<file path="config.mk">
export PLATFORM = sky130hd
export DESIGN_NAME = quad_batch_vertex_setup_flat
export DESIGN_NICKNAME = d
export VERILOG_FILES = /design/src/hw/rtl/qbvs_pkg.sv /design/src/hw/rtl/qbvs_req_if.sv /design/src/hw/rtl/qbvs_vert_if.sv /design/src/hw/rtl/qbvs_slot_table.sv /design/src/hw/rtl/qbvs_cordic.sv /design/src/hw/rtl/qbvs_vertex.sv /design/src/hw/rtl/quad_batch_vertex_setup.sv /design/src/flat_wrapper.sv
export SDC_FILE = /design/constraint.sdc
export NUM_CORES = 2
export LEC_CHECK = 0
export ABC_AREA = 1
export BUFFER_PORTS_ARGS = -buffer_cell sky130_fd_sc_hd__buf_2
export CAP_MARGIN = 20
export CORE_UTILIZATION = 65
export CTS_CLUSTER_DIAMETER = 150
export CTS_CLUSTER_SIZE = 25
export DETAILED_ROUTE_END_ITERATION = 7
export GPL_ROUTABILITY_DRIVEN = 0
export PLACE_DENSITY = 0.83
export SLEW_MARGIN = 0
export SYNTH_ARGS = -nofsm -noshare
export SYNTH_HDL_FRONTEND = slang
export SYNTH_HIERARCHICAL = 1
export SYNTH_SLANG_ARGS = --single-unit
</file>
<file path="constraint.sdc">
create_clock -name clk -period 24.1 [get_ports clk]
set_clock_uncertainty 0.2 [all_clocks]
set_input_delay 1.205 -clock clk [delete_from_list [all_inputs] [get_ports clk]]
set_output_delay 1.205 -clock clk [all_outputs]
set_load 0.005 [all_outputs]
</file>
<file path="src/hw/rtl/qbvs_pkg.sv">
`default_nettype none
package qbvs_pkg;

	localparam int unsigned MAX_QUADS_DEF     = 65536;
	localparam int unsigned TEXTURE_SLOTS_DEF = 32;

	localparam int unsigned SLOT_W = 5;
	localparam int unsigned CS_W   = 20;
	localparam int unsigned Z_W    = 16;
	localparam int unsigned PROD_W = 32 + CS_W;

	localparam logic OP_BEGIN = 1'b0;
	localparam logic OP_DRAW  = 1'b1;

	localparam logic signed [15:0]     TILE_ONE = 16'sh0100;
	localparam logic signed [CS_W-1:0] CS_ONE   = CS_W'(65536);
	localparam logic signed [CS_W-1:0] CORDIC_X0 = CS_W'(39797);

	typedef struct packed {
		logic               op;
		logic signed [31:0] pos_x;
		logic signed [31:0] pos_y;
		logic signed [31:0] pos_z;
		logic signed [31:0] size_x;
		logic signed [31:0] size_y;
		logic [15:0]        angle;
		logic [31:0]        color_rgba;
		logic [15:0]        texture_id;
		logic signed [15:0] tiling_x;
		logic signed [15:0] tiling_y;
		logic               is_text;
	} req_t;

	typedef struct packed {
		logic signed [31:0] vert_x;
		logic signed [31:0] vert_y;
		logic signed [31:0] vert_z;
		logic [31:0]        vert_color;
		logic [1:0]         corner;
		logic signed [15:0] vert_tiling_x;
		logic signed [15:0] vert_tiling_y;
		logic [SLOT_W-1:0]  tex_slot;
		logic               vert_is_text;
		logic               batch_start;
		logic               last;
	} vert_t;

	typedef struct packed {
		logic signed [31:0] pos_x;
		logic signed [31:0] pos_y;
		logic signed [31:0] pos_z;
		logic signed [31:0] size_x;
		logic signed [31:0] size_y;
		logic [31:0]        color;
		logic signed [15:0] tiling_x;
		logic signed [15:0] tiling_y;
		logic [SLOT_W-1:0]  slot;
		logic               is_text;
		logic               batch_start;
	} quad_t;

	typedef struct packed {
		logic              done;
		logic              miss;
		logic [SLOT_W-1:0] slot;
	} srch_stat_t;

	function automatic logic [13:0] atan_turn(input logic [3:0] i);
		logic [13:0] v;
		case (i)
			4'd0:    v = 14'd8192;
			4'd1:    v = 14'd4836;
			4'd2:    v = 14'd2555;
			4'd3:    v = 14'd1297;
			4'd4:    v = 14'd651;
			4'd5:    v = 14'd326;
			4'd6:    v = 14'd163;
			4'd7:    v = 14'd81;
			4'd8:    v = 14'd41;
			4'd9:    v = 14'd20;
			4'd10:   v = 14'd10;
			4'd11:   v = 14'd5;
			4'd12:   v = 14'd3;
			4'd13:   v = 14'd1;
			4'd14:   v = 14'd1;
			default: v = 14'd0;
		endcase
		return v;
	endfunction

endpackage
`default_nettype wire

</file>
<file path="src/hw/rtl/qbvs_req_if.sv">
`default_nettype none
interface qbvs_req_if;
	logic          valid;
	logic          ready;
	qbvs_pkg::req_t data;
	modport source(output valid, output data, input ready);
	modport sink(input valid, input data, output ready);
endinterface
`default_nettype wire

</file>
<file path="src/hw/rtl/qbvs_vert_if.sv">
`default_nettype none
interface qbvs_vert_if;
	logic           valid;
	logic           ready;
	qbvs_pkg::vert_t data;
	modport source(output valid, output data, input ready);
	modport sink(input valid, input data, output ready);
endinterface
`default_nettype wire

</file>
<file path="src/hw/rtl/qbvs_slot_table.sv">
`default_nettype none
module qbvs_slot_table #(
	parameter int unsigned TEXTURE_SLOTS = qbvs_pkg::TEXTURE_SLOTS_DEF,
	localparam int unsigned CW = $clog2(TEXTURE_SLOTS + 1)
) (
	input  wire logic                 clk,
	input  wire logic                 arst_n,
	input  wire logic                 start,
	input  wire logic [15:0]          tex,
	input  wire logic [CW-1:0]        n,
	output qbvs_pkg::srch_stat_t      stat
);
	import qbvs_pkg::*;

	localparam int unsigned AW = $clog2(TEXTURE_SLOTS);

	logic [15:0]   mem [TEXTURE_SLOTS];
	logic [15:0]   rdata_s1;
	logic [AW-1:0] addr_s1;
	logic          vld_s1;
	logic [CW-1:0] rd_q;
	logic [CW-1:0] n_q;
	logic [15:0]   tex_q;
	logic          active_q;
	logic          done_q;
	logic          miss_q;
	logic [AW-1:0] slot_q;
	logic          hit;
	logic          more;
	logic          wr_en;

	assign hit   = vld_s1 && (rdata_s1 == tex_q);
	assign more  = rd_q < n_q;
	assign wr_en = active_q && !hit && !more && !vld_s1;

	always_ff @(posedge clk) begin
		if (wr_en) begin
			mem[n_q[AW-1:0]] <= tex_q;
		end
		rdata_s1 <= mem[rd_q[AW-1:0]];
	end

	always_ff @(posedge clk or negedge arst_n) begin
		if (!arst_n) begin
			active_q <= 1'b0;
			done_q   <= 1'b0;
			miss_q   <= 1'b0;
			vld_s1   <= 1'b0;
			rd_q     <= '0;
			n_q      <= '0;
			tex_q    <= '0;
			slot_q   <= '0;
			addr_s1  <= '0;
		end else if (start) begin
			active_q <= (tex != 16'd0);
			done_q   <= (tex == 16'd0);
			miss_q   <= 1'b0;
			vld_s1   <= 1'b0;
			rd_q     <= CW'(1);
			n_q      <= n;
			tex_q    <= tex;
			slot_q   <= '0;
		end else if (active_q) begin
			if (hit) begin
				active_q <= 1'b0;
				done_q   <= 1'b1;
				vld_s1   <= 1'b0;
				slot_q   <= addr_s1;
			end else if (more) begin
				vld_s1  <= 1'b1;
				addr_s1 <= rd_q[AW-1:0];
				rd_q    <= rd_q + CW'(1);
			end else begin
				vld_s1 <= 1'b0;
				if (!vld_s1) begin
					active_q <= 1'b0;
					done_q   <= 1'b1;
					miss_q   <= 1'b1;
					slot_q   <= n_q[AW-1:0];
				end
			end
		end
	end

	assign stat.done = done_q;
	assign stat.miss = miss_q;
	assign stat.slot = SLOT_W'(slot_q);

endmodule
`default_nettype wire

</file>
<file path="src/hw/rtl/qbvs_cordic.sv">
`default_nettype none
module qbvs_cordic (
	input  wire logic                               clk,
	input  wire logic                               arst_n,
	input  wire logic                               start,
	input  wire logic [15:0]                        angle,
	output logic                                    done,
	output logic signed [qbvs_pkg::CS_W-1:0]        cos_o,
	output logic signed [qbvs_pkg::CS_W-1:0]        sin_o
);
	import qbvs_pkg::*;

	logic signed [CS_W-1:0] x_q;
	logic signed [CS_W-1:0] y_q;
	logic signed [Z_W-1:0]  z_q;
	logic [3:0]             i_q;
	logic [1:0]             quad_q;
	logic                   busy_q;
	logic                   done_q;
	logic signed [CS_W-1:0] xs;
	logic signed [CS_W-1:0] ys;
	logic signed [Z_W-1:0]  at;

	assign xs = x_q >>> i_q;
	assign ys = y_q >>> i_q;
	assign at = signed'({2'b00, atan_turn(i_q)});

	always_ff @(posedge clk or negedge arst_n) begin
		if (!arst_n) begin
			busy_q <= 1'b0;
			done_q <= 1'b0;
			i_q    <= '0;
			x_q    <= '0;
			y_q    <= '0;
			z_q    <= '0;
			quad_q <= '0;
		end else if (start) begin
			quad_q <= angle[15:14];
			i_q    <= '0;
			y_q    <= '0;
			z_q    <= signed'({2'b00, angle[13:0]});
			if (angle[13:0] == 14'd0) begin
				x_q    <= CS_ONE;
				busy_q <= 1'b0;
				done_q <= 1'b1;
			end else begin
				x_q    <= CORDIC_X0;
				busy_q <= 1'b1;
				done_q <= 1'b0;
			end
		end else if (busy_q) begin
			if (!z_q[Z_W-1]) begin
				x_q <= x_q - ys;
				y_q <= y_q + xs;
				z_q <= z_q - at;
			end else begin
				x_q <= x_q + ys;
				y_q <= y_q - xs;
				z_q <= z_q + at;
			end
			i_q <= i_q + 4'd1;
			if (i_q == 4'd15) begin
				busy_q <= 1'b0;
				done_q <= 1'b1;
			end
		end
	end

	always_comb begin
		case (quad_q)
			2'd1: begin
				cos_o = -y_q;
				sin_o = x_q;
			end
			2'd2: begin
				cos_o = -x_q;
				sin_o = -y_q;
			end
			2'd3: begin
				cos_o = y_q;
				sin_o = -x_q;
			end
			default: begin
				cos_o = x_q;
				sin_o = y_q;
			end
		endcase
	end

	assign done = done_q;

endmodule
`default_nettype wire

</file>
<file path="src/hw/rtl/qbvs_vertex.sv">
`default_nettype none
module qbvs_vertex (
	input  wire logic                         clk,
	input  wire logic                         arst_n,
	input  wire logic                         start,
	input  wire qbvs_pkg::quad_t              quad,
	input  wire logic signed [qbvs_pkg::CS_W-1:0] cos_i,
	input  wire logic signed [qbvs_pkg::CS_W-1:0] sin_i,
	output logic                              done,
	qbvs_vert_if.source                       vert
);
	import qbvs_pkg::*;

	localparam int unsigned SW = PROD_W + 2;
	localparam logic signed [SW-1:0] RND = SW'(65536);

	quad_t                    quad_q;
	logic signed [CS_W-1:0]   c_q;
	logic signed [CS_W-1:0]   s_q;
	logic signed [PROD_W-1:0] p_q [4];
	logic [1:0]               m_q;
	logic                     mbusy_q;
	logic [1:0]               k_q;
	logic                     ebusy_q;
	logic                     ovld_q;
	logic                     done_q;
	vert_t                    out_q;
	logic signed [31:0]       mul_a;
	logic signed [CS_W-1:0]   mul_b;
	logic signed [PROD_W-1:0] prod;
	logic signed [SW-1:0]     ea, eb, ec, ed;
	logic signed [SW-1:0]     sum_x, sum_y;
	logic signed [SW-1:0]     sh_x, sh_y;
	logic                     gx, gy;
	logic                     load;

	assign mul_a = (m_q[0] == 1'b0) ? quad_q.size_x : quad_q.size_y;
	assign mul_b = (m_q == 2'd0 || m_q == 2'd3) ? c_q : s_q;
	assign prod  = mul_a * mul_b;

	assign ea = signed'({{(SW-PROD_W){p_q[0][PROD_W-1]}}, p_q[0]});
	assign eb = signed'({{(SW-PROD_W){p_q[1][PROD_W-1]}}, p_q[1]});
	assign ec = signed'({{(SW-PROD_W){p_q[2][PROD_W-1]}}, p_q[2]});
	assign ed = signed'({{(SW-PROD_W){p_q[3][PROD_W-1]}}, p_q[3]});

	assign gx = (k_q == 2'd1) || (k_q == 2'd2);
	assign gy = k_q[1];

	assign sum_x = (gx ? ea : -ea) - (gy ? eb : -eb) + RND;
	assign sum_y = (gx ? ec : -ec) + (gy ? ed : -ed) + RND;
	assign sh_x  = sum_x >>> 17;
	assign sh_y  = sum_y >>> 17;

	assign load = ebusy_q && (!ovld_q || vert.ready);

	always_ff @(posedge clk) begin
		if (start) begin
			quad_q <= quad;
			c_q    <= cos_i;
			s_q    <= sin_i;
		end
		if (mbusy_q) begin
			p_q[m_q] <= prod;
		end
		if (load) begin
			out_q.vert_x        <= quad_q.pos_x + sh_x[31:0];
			out_q.vert_y        <= quad_q.pos_y + sh_y[31:0];
			out_q.vert_z        <= quad_q.pos_z;
			out_q.vert_color    <= quad_q.color;
			out_q.corner        <= k_q;
			out_q.vert_tiling_x <= quad_q.tiling_x;
			out_q.vert_tiling_y <= quad_q.tiling_y;
			out_q.tex_slot      <= quad_q.slot;
			out_q.vert_is_text  <= quad_q.is_text;
			out_q.batch_start   <= quad_q.batch_start;
			out_q.last          <= (k_q == 2'd3);
		end
	end

	always_ff @(posedge clk or negedge arst_n) begin
		if (!arst_n) begin
			mbusy_q <= 1'b0;
			ebusy_q <= 1'b0;
			ovld_q  <= 1'b0;
			done_q  <= 1'b0;
			m_q     <= '0;
			k_q     <= '0;
		end else begin
			done_q <= 1'b0;
			if (start) begin
				mbusy_q <= 1'b1;
				m_q     <= '0;
			end else if (mbusy_q) begin
				m_q <= m_q + 2'd1;
				if (m_q == 2'd3) begin
					mbusy_q <= 1'b0;
					ebusy_q <= 1'b1;
					k_q     <= '0;
				end
			end
			if (load) begin
				ovld_q <= 1'b1;
				k_q    <= k_q + 2'd1;
				if (k_q == 2'd3) begin
					ebusy_q <= 1'b0;
					done_q  <= 1'b1;
				end
			end else if (vert.ready) begin
				ovld_q <= 1'b0;
			end
		end
	end

	assign vert.valid = ovld_q;
	assign vert.data  = out_q;
	assign done       = done_q;

endmodule
`default_nettype wire

</file>
<file path="src/hw/rtl/quad_batch_vertex_setup.sv">
// Channel   Dir   Transfer   Payload
// req       in    one quad   op, center, size, angle, color, texture, tiling, text flag
// vert      out   one vertex position, color, corner, tiling, slot, flags
//
// A draw runs the 16 CORDIC steps beside the slot scan, which reads one entry per cycle
// over the n slots in use; both are skipped for a flat quad at a quarter-turn angle.
// After setup the four products are formed one at a time, then the four vertices are sent.
// A begin transfer only resets the batch counters and leaves the block idle.
// Reset clears the batch counters; the slot memory is not cleared.
// A stalled vert channel holds the vertex register and stops the quad.
`default_nettype none
module quad_batch_vertex_setup #(
	parameter int unsigned MAX_QUADS     = qbvs_pkg::MAX_QUADS_DEF,
	parameter int unsigned TEXTURE_SLOTS = qbvs_pkg::TEXTURE_SLOTS_DEF
) (
	input  wire logic  clk,
	input  wire logic  arst_n,
	qbvs_req_if.sink   req,
	qbvs_vert_if.source vert
);
	import qbvs_pkg::*;

	localparam int unsigned CW = $clog2(TEXTURE_SLOTS + 1);
	localparam int unsigned QW = $clog2(MAX_QUADS + 1);

	typedef enum logic [2:0] {
		ST_IDLE  = 3'b001,
		ST_SETUP = 3'b010,
		ST_EMIT  = 3'b100
	} state_t;

	state_t                 state_q;
	logic [CW-1:0]          slots_q;
	logic [QW-1:0]          quads_q;
	logic                   fresh_q;
	logic                   bstart_q;
	req_t                   req_q;
	logic                   acc;
	logic                   draw;
	logic                   full;
	logic [CW-1:0]          slots_eff;
	srch_stat_t             stat;
	logic                   cs_done;
	logic signed [CS_W-1:0] cos_v;
	logic signed [CS_W-1:0] sin_v;
	logic                   vstart;
	logic                   vdone;
	logic                   textured;
	quad_t                  quad;

	assign req.ready = (state_q == ST_IDLE);
	assign acc       = req.valid && req.ready;
	assign draw      = acc && (req.data.op == OP_DRAW);
	assign full      = (quads_q >= QW'(MAX_QUADS)) ||
	                   ((req.data.texture_id != 16'd0) && (slots_q >= CW'(TEXTURE_SLOTS)));
	assign slots_eff = full ? CW'(1) : slots_q;
	assign vstart    = (state_q == ST_SETUP) && stat.done && cs_done;
	assign textured  = (req_q.texture_id != 16'd0);

	assign quad.pos_x       = req_q.pos_x;
	assign quad.pos_y       = req_q.pos_y;
	assign quad.pos_z       = req_q.pos_z;
	assign quad.size_x      = req_q.size_x;
	assign quad.size_y      = req_q.size_y;
	assign quad.color       = req_q.color_rgba;
	assign quad.tiling_x    = textured ? req_q.tiling_x : TILE_ONE;
	assign quad.tiling_y    = textured ? req_q.tiling_y : TILE_ONE;
	assign quad.slot        = stat.slot;
	assign quad.is_text     = req_q.is_text;
	assign quad.batch_start = bstart_q;

	always_ff @(posedge clk) begin
		if (draw) begin
			req_q <= req.data;
		end
	end

	always_ff @(posedge clk or negedge arst_n) begin
		if (!arst_n) begin
			state_q  <= ST_IDLE;
			slots_q  <= CW'(1);
			quads_q  <= '0;
			fresh_q  <= 1'b1;
			bstart_q <= 1'b0;
		end else begin
			case (state_q)
				ST_IDLE: begin
					if (acc) begin
						if (req.data.op == OP_BEGIN) begin
							slots_q <= CW'(1);
							quads_q <= '0;
							fresh_q <= 1'b1;
						end else begin
							bstart_q <= full || fresh_q;
							fresh_q  <= 1'b0;
							quads_q  <= (full ? '0 : quads_q) + QW'(1);
							slots_q  <= slots_eff;
							state_q  <= ST_SETUP;
						end
					end
				end
				ST_SETUP: begin
					if (vstart) begin
						if (stat.miss) begin
							slots_q <= slots_q + CW'(1);
						end
						state_q <= ST_EMIT;
					end
				end
				ST_EMIT: begin
					if (vdone) begin
						state_q <= ST_IDLE;
					end
				end
				default: state_q <= ST_IDLE;
			endcase
		end
	end

	qbvs_slot_table #(
		.TEXTURE_SLOTS(TEXTURE_SLOTS)
	) u_slots (
		.clk    (clk),
		.arst_n (arst_n),
		.start  (draw),
		.tex    (req.data.texture_id),
		.n      (slots_eff),
		.stat   (stat)
	);

	qbvs_cordic u_cordic (
		.clk    (clk),
		.arst_n (arst_n),
		.start  (draw),
		.angle  (req.data.angle),
		.done   (cs_done),
		.cos_o  (cos_v),
		.sin_o  (sin_v)
	);

	qbvs_vertex u_vertex (
		.clk    (clk),
		.arst_n (arst_n),
		.start  (vstart),
		.quad   (quad),
		.cos_i  (cos_v),
		.sin_i  (sin_v),
		.done   (vdone),
		.vert   (vert)
	);

	a_slots_range: assert property (@(posedge clk) disable iff (!arst_n)
		(slots_q >= CW'(1)) && (slots_q <= CW'(TEXTURE_SLOTS)))
		else $error("slot count out of range");

	a_quads_range: assert property (@(posedge clk) disable iff (!arst_n)
		quads_q <= QW'(MAX_QUADS))
		else $error("quad count out of range");

	a_miss_fits: assert property (@(posedge clk) disable iff (!arst_n)
		(vstart && stat.miss) |-> (slots_q < CW'(TEXTURE_SLOTS)))
		else $error("slot allocated beyond table");

	a_no_accept_busy: assert property (@(posedge clk) disable iff (!arst_n)
		vstart |=> (state_q == ST_EMIT) && !req.ready)
		else $error("accept during vertex emission");

endmodule
`default_nettype wire

</file>
<file path="src/flat_wrapper.sv">
// flat-port wrapper written by rule: the top's interface ports become plain ports
module quad_batch_vertex_setup_flat import qbvs_pkg::*;
#(
	parameter int unsigned MAX_QUADS     = qbvs_pkg::MAX_QUADS_DEF,
	parameter int unsigned TEXTURE_SLOTS = qbvs_pkg::TEXTURE_SLOTS_DEF
)
  (clk, arst_n, req_valid, req_data, req_ready, vert_valid, vert_data, vert_ready);
  qbvs_req_if req_i ();
  qbvs_vert_if vert_i ();
  input  wire logic clk;
  input  wire logic arst_n;
  input wire logic [$bits(req_i.valid)-1:0] req_valid;
  input wire logic [$bits(req_i.data)-1:0] req_data;
  output wire logic [$bits(req_i.ready)-1:0] req_ready;
  output wire logic [$bits(vert_i.valid)-1:0] vert_valid;
  output wire logic [$bits(vert_i.data)-1:0] vert_data;
  input wire logic [$bits(vert_i.ready)-1:0] vert_ready;
  assign req_i.valid = req_valid;
  assign req_i.data = req_data;
  assign req_ready = req_i.ready;
  assign vert_valid = vert_i.valid;
  assign vert_data = vert_i.data;
  assign vert_i.ready = vert_ready;
  quad_batch_vertex_setup #(.MAX_QUADS(MAX_QUADS), .TEXTURE_SLOTS(TEXTURE_SLOTS)) u_core (.clk(clk), .arst_n(arst_n), .req(req_i), .vert(vert_i));
endmodule
</file>
# [Yosys cells after proc, flatten, opt, wreduce, memory -nomap -nowiden]
# Memories as Yosys holds them, arrays and structs flattened. A register that Yosys moved wholly into a read port is not among the register bits.
# Index checks and enable logic that the tools add are counted.
[classes] add_sub_neg=24 mul=1 magnitude_cmp=3 eq_ne=23 shifts=2 n_mux=90 bitwise=2 n_reduce_logical=43
[op_table] operator="$mux 49" count=4
[op_table] operator="$neg 49->49" count=4
[op_table] operator="$mux 20" count=7
[op_table] operator="$pmux 20 s3" count=2
[op_table] operator="$add 49x18->49 const B" count=2
[op_table] operator="$add 32x32->32" count=2
[op_table] operator="$mux 6" count=9
[op_table] operator="$mul 32x20->52" count=1
[op_table] operator="$mux 17" count=3
[op_table] operator="$add 49x49->49" count=1
[op_table] operator="$sub 49x49->49" count=1
[op_table] operator="$mux 16" count=3
[op_table] operator="$mux 1" count=42
[op_table] operator="$add 20x20->20" count=2
[op_table] operator="$neg 20->20" count=2
[op_table] operator="$sshr 20x4->20" count=2
[op_table] operator="$sub 20x20->20" count=2
[op_table] operator="$mux 32" count=1
[op_table] operator="$reduce_bool 16->1" count=2
[op_table] operator="$mux 5" count=5
[op_table] operator="$reduce_bool 2->1" count=9
[op_table] operator="$add 17x1->17 const B" count=1
[op_table] operator="$ge 17x17->1 const B" count=1
[op_table] operator="$add 16x15->16" count=1
[op_table] operator="32 further kinds" count=79
[totals] ff_bits=824 ramBits=720 mem_bits_ro=224 inputBits=262 output_inout_bits=172 mem_count=3
[mem_list] name="u_core.u_slots.mem" depth=32 width=16 rd=1 rd_clocked_by_memory_dff=1 wr=1 line_no="qbvs_slot_table.sv:17" rtl="logic [15:0] mem [TEXTURE_SLOTS];"
[mem_list] name="(name not given)" depth=16 width=14 rd=1 rd_clocked_by_memory_dff=0 wr=0 line_no="qbvs_pkg.sv:70" rtl="case (i)"
[mem_list] name="u_core.u_vertex.p_q" depth=4 width=52 rd=4 rd_clocked_by_memory_dff=0 wr=1 line_no="qbvs_vertex.sv:20" rtl="logic signed [PROD_W-1:0] p_q [4];"

# [Depth between registers and ports, before layout]
[logic_depth] depth_word=8 depth_mapped=41 ltp_nobuf=41

# [Modules after synthesis]
# The synthesis kept the hierarchy.
[by_module_without_submodules] module="qbvs_vertex" instances=1 cells_per_inst=6012 area_each_um2=56714.4
[by_module_without_submodules] module="qbvs_slot_table" instances=1 cells_per_inst=1799 area_each_um2=22858.2
[by_module_without_submodules] module="qbvs_cordic" instances=1 cells_per_inst=1620 area_each_um2=9914.5
[by_module_without_submodules] module="quad_batch_vertex_setup" instances=1 cells_per_inst=601 area_each_um2=9452.8

# [Least setup slack after synthesis]
# Ideal clock, no wire load.
[synth_path] path_type="reg2reg" startpoint="reg u_core.state_q[2]" endpoint="reg u_core.u_vertex.k_q[0]" setup_ns=0.091 t_arrival_ns=8.383 slack_ns=15.426 stages_incl_launch_ff=8 synth_period_minus_slack_ns=8.674 cell_sequence="dfrtp_1 -> nor3_4 -> inv_2 -> nor3_4 -> inv_1 -> nand2_1 -> nand2_1 -> a21oi_1"
[synth_between] elab_chain_cells=5
[synth_lines] element="start, declared" line_no="quad_batch_vertex_setup.sv:32" rtl="state_t state_q;"
[synth_lines] element="start signal, assigned" line_no="quad_batch_vertex_setup.sv:80" rtl="state_q <= ST_IDLE;"
[synth_lines] element="start signal, assigned" line_no="quad_batch_vertex_setup.sv:98" rtl="state_q <= ST_SETUP;"
[synth_lines] element="start signal, assigned" line_no="quad_batch_vertex_setup.sv:107" rtl="state_q <= ST_EMIT;"
[synth_lines] element="$eq 3x2->1" line_no="quad_batch_vertex_setup.sv:57" rtl="assign vstart = (state_q == ST_SETUP) && stat.done && cs_done;"
[synth_lines] element="$logic_and 1x1->1 (2 in a row)" line_no="quad_batch_vertex_setup.sv:57"
[synth_lines] element="named net u_core.vstart" line_no="quad_batch_vertex_setup.sv:46" rtl="logic vstart;"
[synth_lines] element="$ne 2x1->1 (no source line)"
[synth_lines] element="$reduce_and 3->1 (no source line)"
[synth_lines] element="end signal, assigned" line_no="qbvs_vertex.sv:103" rtl="k_q <= k_q + 2'd1;"
[synth_lines] element="end, declared" line_no="qbvs_vertex.sv:23" rtl="logic [1:0] k_q;"
# The timed path passes the listed nets, and every way through them passes these cells.
# A chain may end at the register's enable or synchronous reset.

# [Worst setup path after layout]
[layout_path] startpoint="reg u_core.u_vertex.m_q[0]" endpoint="mem u_core/u_vertex/p_q[1][43] in the netlist's numbering (data pin)"
[layout_between] elab_chain_cells=4 word_cells_on_any_way=6 cone_classes="mul (1); eq/ne (1); mux (2); reduce/logical (2)"
[layout_lines] element="start, declared" line_no="qbvs_vertex.sv:21" rtl="logic [1:0] m_q;"
[layout_lines] element="start signal, assigned" line_no="qbvs_vertex.sv:94" rtl="m_q <= m_q + 2'd1;"
[layout_lines] element="$eq 2x2->1 or $logic_not 2->1 (tied branches)" line_no="qbvs_vertex.sv:38" rtl="assign mul_b = (m_q == 2'd0 || m_q == 2'd3) ? c_q : s_q;"
[layout_lines] element="$logic_or 1x1->1" line_no="qbvs_vertex.sv:38"
[layout_lines] element="$mux 20" line_no="qbvs_vertex.sv:38"
[layout_lines] element="$mul 32x20->52 (*)" line_no="qbvs_vertex.sv:39" rtl="assign prod = mul_a * mul_b;"
[layout_lines] element="named net u_core.u_vertex.prod[43]" line_no="qbvs_vertex.sv:30" rtl="logic signed [PROD_W-1:0] prod;"
[layout_lines] element="end, declared" line_no="qbvs_vertex.sv:20"
# Mark *: on every way through the listed nets, which the timed path passes. The rest lies on a longest branch.

==> run_results.csv <==
group,metric,value,unit
floorplan,die-area,153800,um2
detailed_routing,totalWireLength,263.6,mm
floorplan,core_area,150500,um2
critical_path,timing.rr.start,"u_core/u_vertex/m_q[0]$_DFFE_PN0P_",
finish,register_area,45620,um2
detailed_routing,vias_per_cell,6.062,
floorplan,pin_count,434,
synth,synth_top_flop_cell,"edfxtp_1",
synth,syn_area,98940,um2
sta,period_minus_slack,9.476,ns
synth,synth_commonest_cells,"nand2_1 (1848), edfxtp_1 (1390), inv_1 (1385), nor2_1 (1093), fa_1 (615)",
detailed_routing,drtAntennaViolNets,0,
synth,synth_most_common_cell,"nand2_1",
synth,synth_cells,10030,
sta,max_slew.worst_pin.slew,1.213,ns
clocking,cts_hold_buf,0,
clocking,tritoncts,"yes",
critical_path,setup.worst_path.class,"flop to flop",
detailed_routing,vias,75400,
synth,syn_nets,11370,
finish,multi_input_area,46710,um2
place,placed_area,103300,um2
critical_path,cp.arrival,9.77,ns
clocking,cts_buffers,73,
finish,area_growth,6.904,%
clocking,clock_sinks,1548,
clocking,cts_root_buf,"clkbuf_16",
grt,grt_pass1_vias,74290,
critical_path,rr_worst_depth,23,
detailed_routing,drc,15,
grt,grt_pass1_wl,405.1,mm
critical_path,crit_fanout,39,
floorplan,die_w,392.1,um
floorplan,fp.dieH,392.1,um
sta,rsz0062_at_grt,"false",
synth,synth_seq_cells,1548,
synth,yosys-top-cells-area,"edfxtp_1 (42%), fa_1 (12%), nand2_1 (7.0%)",
synth,yosys_warnings,6,
synth,yosysTopAreaCell,"edfxtp_1",
detailed_routing,wl_per_cell,21.20,um
grt,grt_overflow,0,
place,portBuffers,433,
detailed_routing,drtIter0Drc,9383,
finish,design_area,105800,um2
synth,synth_edf_count,1390,
critical_path,r2r_slack,14.62,ns
critical_path,worst_ep_required_time,24.40,ns
sta,finalMaxSlewViolations,0,
run_status,outcome,"finished, violations left",
clocking,cts_setup_buffers,0,
finish,drive_above_1_share,8.364,%
clocking,clock_path_buffers,3,
synth,yosysTopAreaCellShare,42.19,%
clocking,htree_levels,3,
synth,synth-seq-area-share,46.11,%
critical_path,timing.rr.end,"u_core/u_vertex/p_q[1][43]$_DFFE_PP_",
grt,grt_usage,34.05,%
sta,finalHoldWorstSlack,0.1413,ns
sta,hold_viol_final,0,
grt,grt_max_degree,131,
sta,fin_crit_sh,39.32,%
place,hpwl,194.4,mm
finish,nFillCells,10620,
floorplan,start_util,65.75,%
sta,setup_viol,0,
synth,synth_cell_types,80,
sta,tns,0,ns
critical_path,worst_setup_path_end_kind,"flop",
min_path,min_path_type,"input pin to asynchronous set/reset pin",
synth,ys_async_sr_fraction,9.173,%
run,maxCapViolCount,0,
clocking,path_clk_slew,0.12,ns
sta,fmax,0.1055,GHz
sta,slew_headroom,18.41,%
floorplan,rows,142,
grt,grt_antenna_before_repair,8,
synth,postSynthAreaPerCell,9.862,um2
detailed_routing,dr.pass1.iters,8,
critical_path,start_kind,"flop",
clocking,ctsResizeCount,0,
run_status,violations,"DRC",
finish,fin_nets,11700,
clocking,clk_latency,0.76,ns
## sequential cells by signal, summed over array words and instances (netlist names), 3 cells and up
register and cells:
u_core/quad 193, u_core/u_vertex/vert.data 170, u_core/u_cordic/y_q 20, u_core/u_cordic/z_q 16, u_core/u_slots/tex_q 16, u_core/u_slots/addr_s1 5, u_core/u_cordic/x_q 20, u_core/u_slots/rdata_s1 16
u_core/u_vertex/p_q 196, u_core/u_slots/slot_q 5, u_core/state_q 3, u_core/u_slots/mem 512, u_core/u_vertex/s_q 20, u_core/slots_q 6, u_core/u_vertex/c_q 20, u_core/req_q 48
u_core/u_vertex/quad_q 231, u_core/quads_q 17, u_core/u_slots/n_q 6, u_core/u_slots/rd_q 6, u_core/u_cordic/i_q 4
## worst max-delay path, stage by stage (launching register included)
cell	delay, ns
dfrtp_2	0.41
inv_1	0.13
ha_1	0.25
buf_4	0.27
o21ai_2	0.88
clkinv_1	0.77
nor2_1	0.44
fa_1	0.53
fa_1	0.79
inv_1	0.15
fa_1	0.53
fa_1	0.51
inv_1	0.06
fa_1	0.53
inv_1	0.06
fa_1	0.55
inv_1	0.07
fa_1	0.48
ha_1	0.38
a21oi_1	0.28
o21ai_0	0.22
a21oi_1	0.21
nand2_1	0.12
xor2_1	0.36
## cells in the final DEF (no fill, tap or decap), types with 107 or more instances in the layout
| cell | instances |
|---|---|
| nor2_1 | 1077 |
| xnor2_1 | 151 |
| a21oi_1 | 453 |
| buf_4 | 107 |
| nand2_1 | 1847 |
| ha_1 | 459 |
| buf_2 | 432 |
| o21ai_0 | 471 |
| fa_1 | 615 |
| xor2_1 | 320 |
| edfxtp_1 | 1390 |
| nand3_1 | 422 |
| inv_1 | 1376 |
| dfrtp_1 | 136 |
## logic make-up (layout without fill, tap and decap cells)
kind of cell    count (synthesis)  in the layout  synth area share (%)
simple gates                 3722           3722                 15.75
buf+inv                      1735           2117                 6.811
flops                        1548           1548                 46.11
compound gates               1415           1415                 8.236
fa+ha+maj                    1074           1074                 18.25
xor+xnor                      471            471                 4.169
mux                            67             67                0.6791
other cells                     0              8                     0
## cell type report
cell class | count | share of cell area (%)
diodes | 8 | 0.01893
clock buffers | 119 | 1.900
clock inverters | 10 | 0.2449
inverters | 1437 | 5.111
multi-input cells | 6749 | 44.16
flip-flops and latches | 1548 | 43.13
well taps | 2016 | 2.385
repair buffers | 551 | 3.048
## metrics by stage
step | worst slack [ns] | instances | utilization [%]
2_1_floorplan | 15.43 | 10030 | -
3_3_place_gp | 15.21 | 12290 | 68.61
3_5_place_dp | 14.93 | 12290 | 68.63
4_1_cts | 14.84 | 12420 | 70.13
5_1_grt | 14.19 | 12430 | 70.28
6_report | 14.62 | 12440 | 70.29
## how the worst max path moves through the flow
stage	from	endpoint	slack (ns)	cells past startpoint
after floorplan	u_core/state_q[2]$_DFFE_PN0P_	u_core/u_vertex/k_q[0]$_DFFE_PN0P_	15.43	7
after CTS	u_core/u_vertex/m_q[0]$_DFFE_PN0P_	u_core/u_vertex/p_q[1][43]$_DFFE_PP_	14.84	23
after global placement	u_core/u_vertex/m_q[0]$_DFFE_PN0P_	u_core/u_vertex/p_q[0][47]$_DFFE_PP_	15.21	27
after global routing	u_core/u_vertex/m_q[0]$_DFFE_PN0P_	u_core/u_vertex/p_q[1][43]$_DFFE_PP_	14.19	25
after detailed placement	u_core/u_vertex/m_q[0]$_DFFE_PN0P_	u_core/u_vertex/p_q[2][44]$_DFFE_PP_	14.93	28
final	u_core/u_vertex/m_q[0]$_DFFE_PN0P_	u_core/u_vertex/p_q[1][43]$_DFFE_PP_	14.62	23
## per-layer routing
layer,up-vias,part of all wire (%),GRT usage (%)
met2,4819,47,55.46
met1,35760,36,43.19
li1,33830,-,-
met3,984,11,7.160
met5,-,0.010,0
met4,4,5.9,17.32
Power is left out: the tool's default activity adds up to more than one toggle a clock period on the data nets, which glitch-free logic cannot reach.
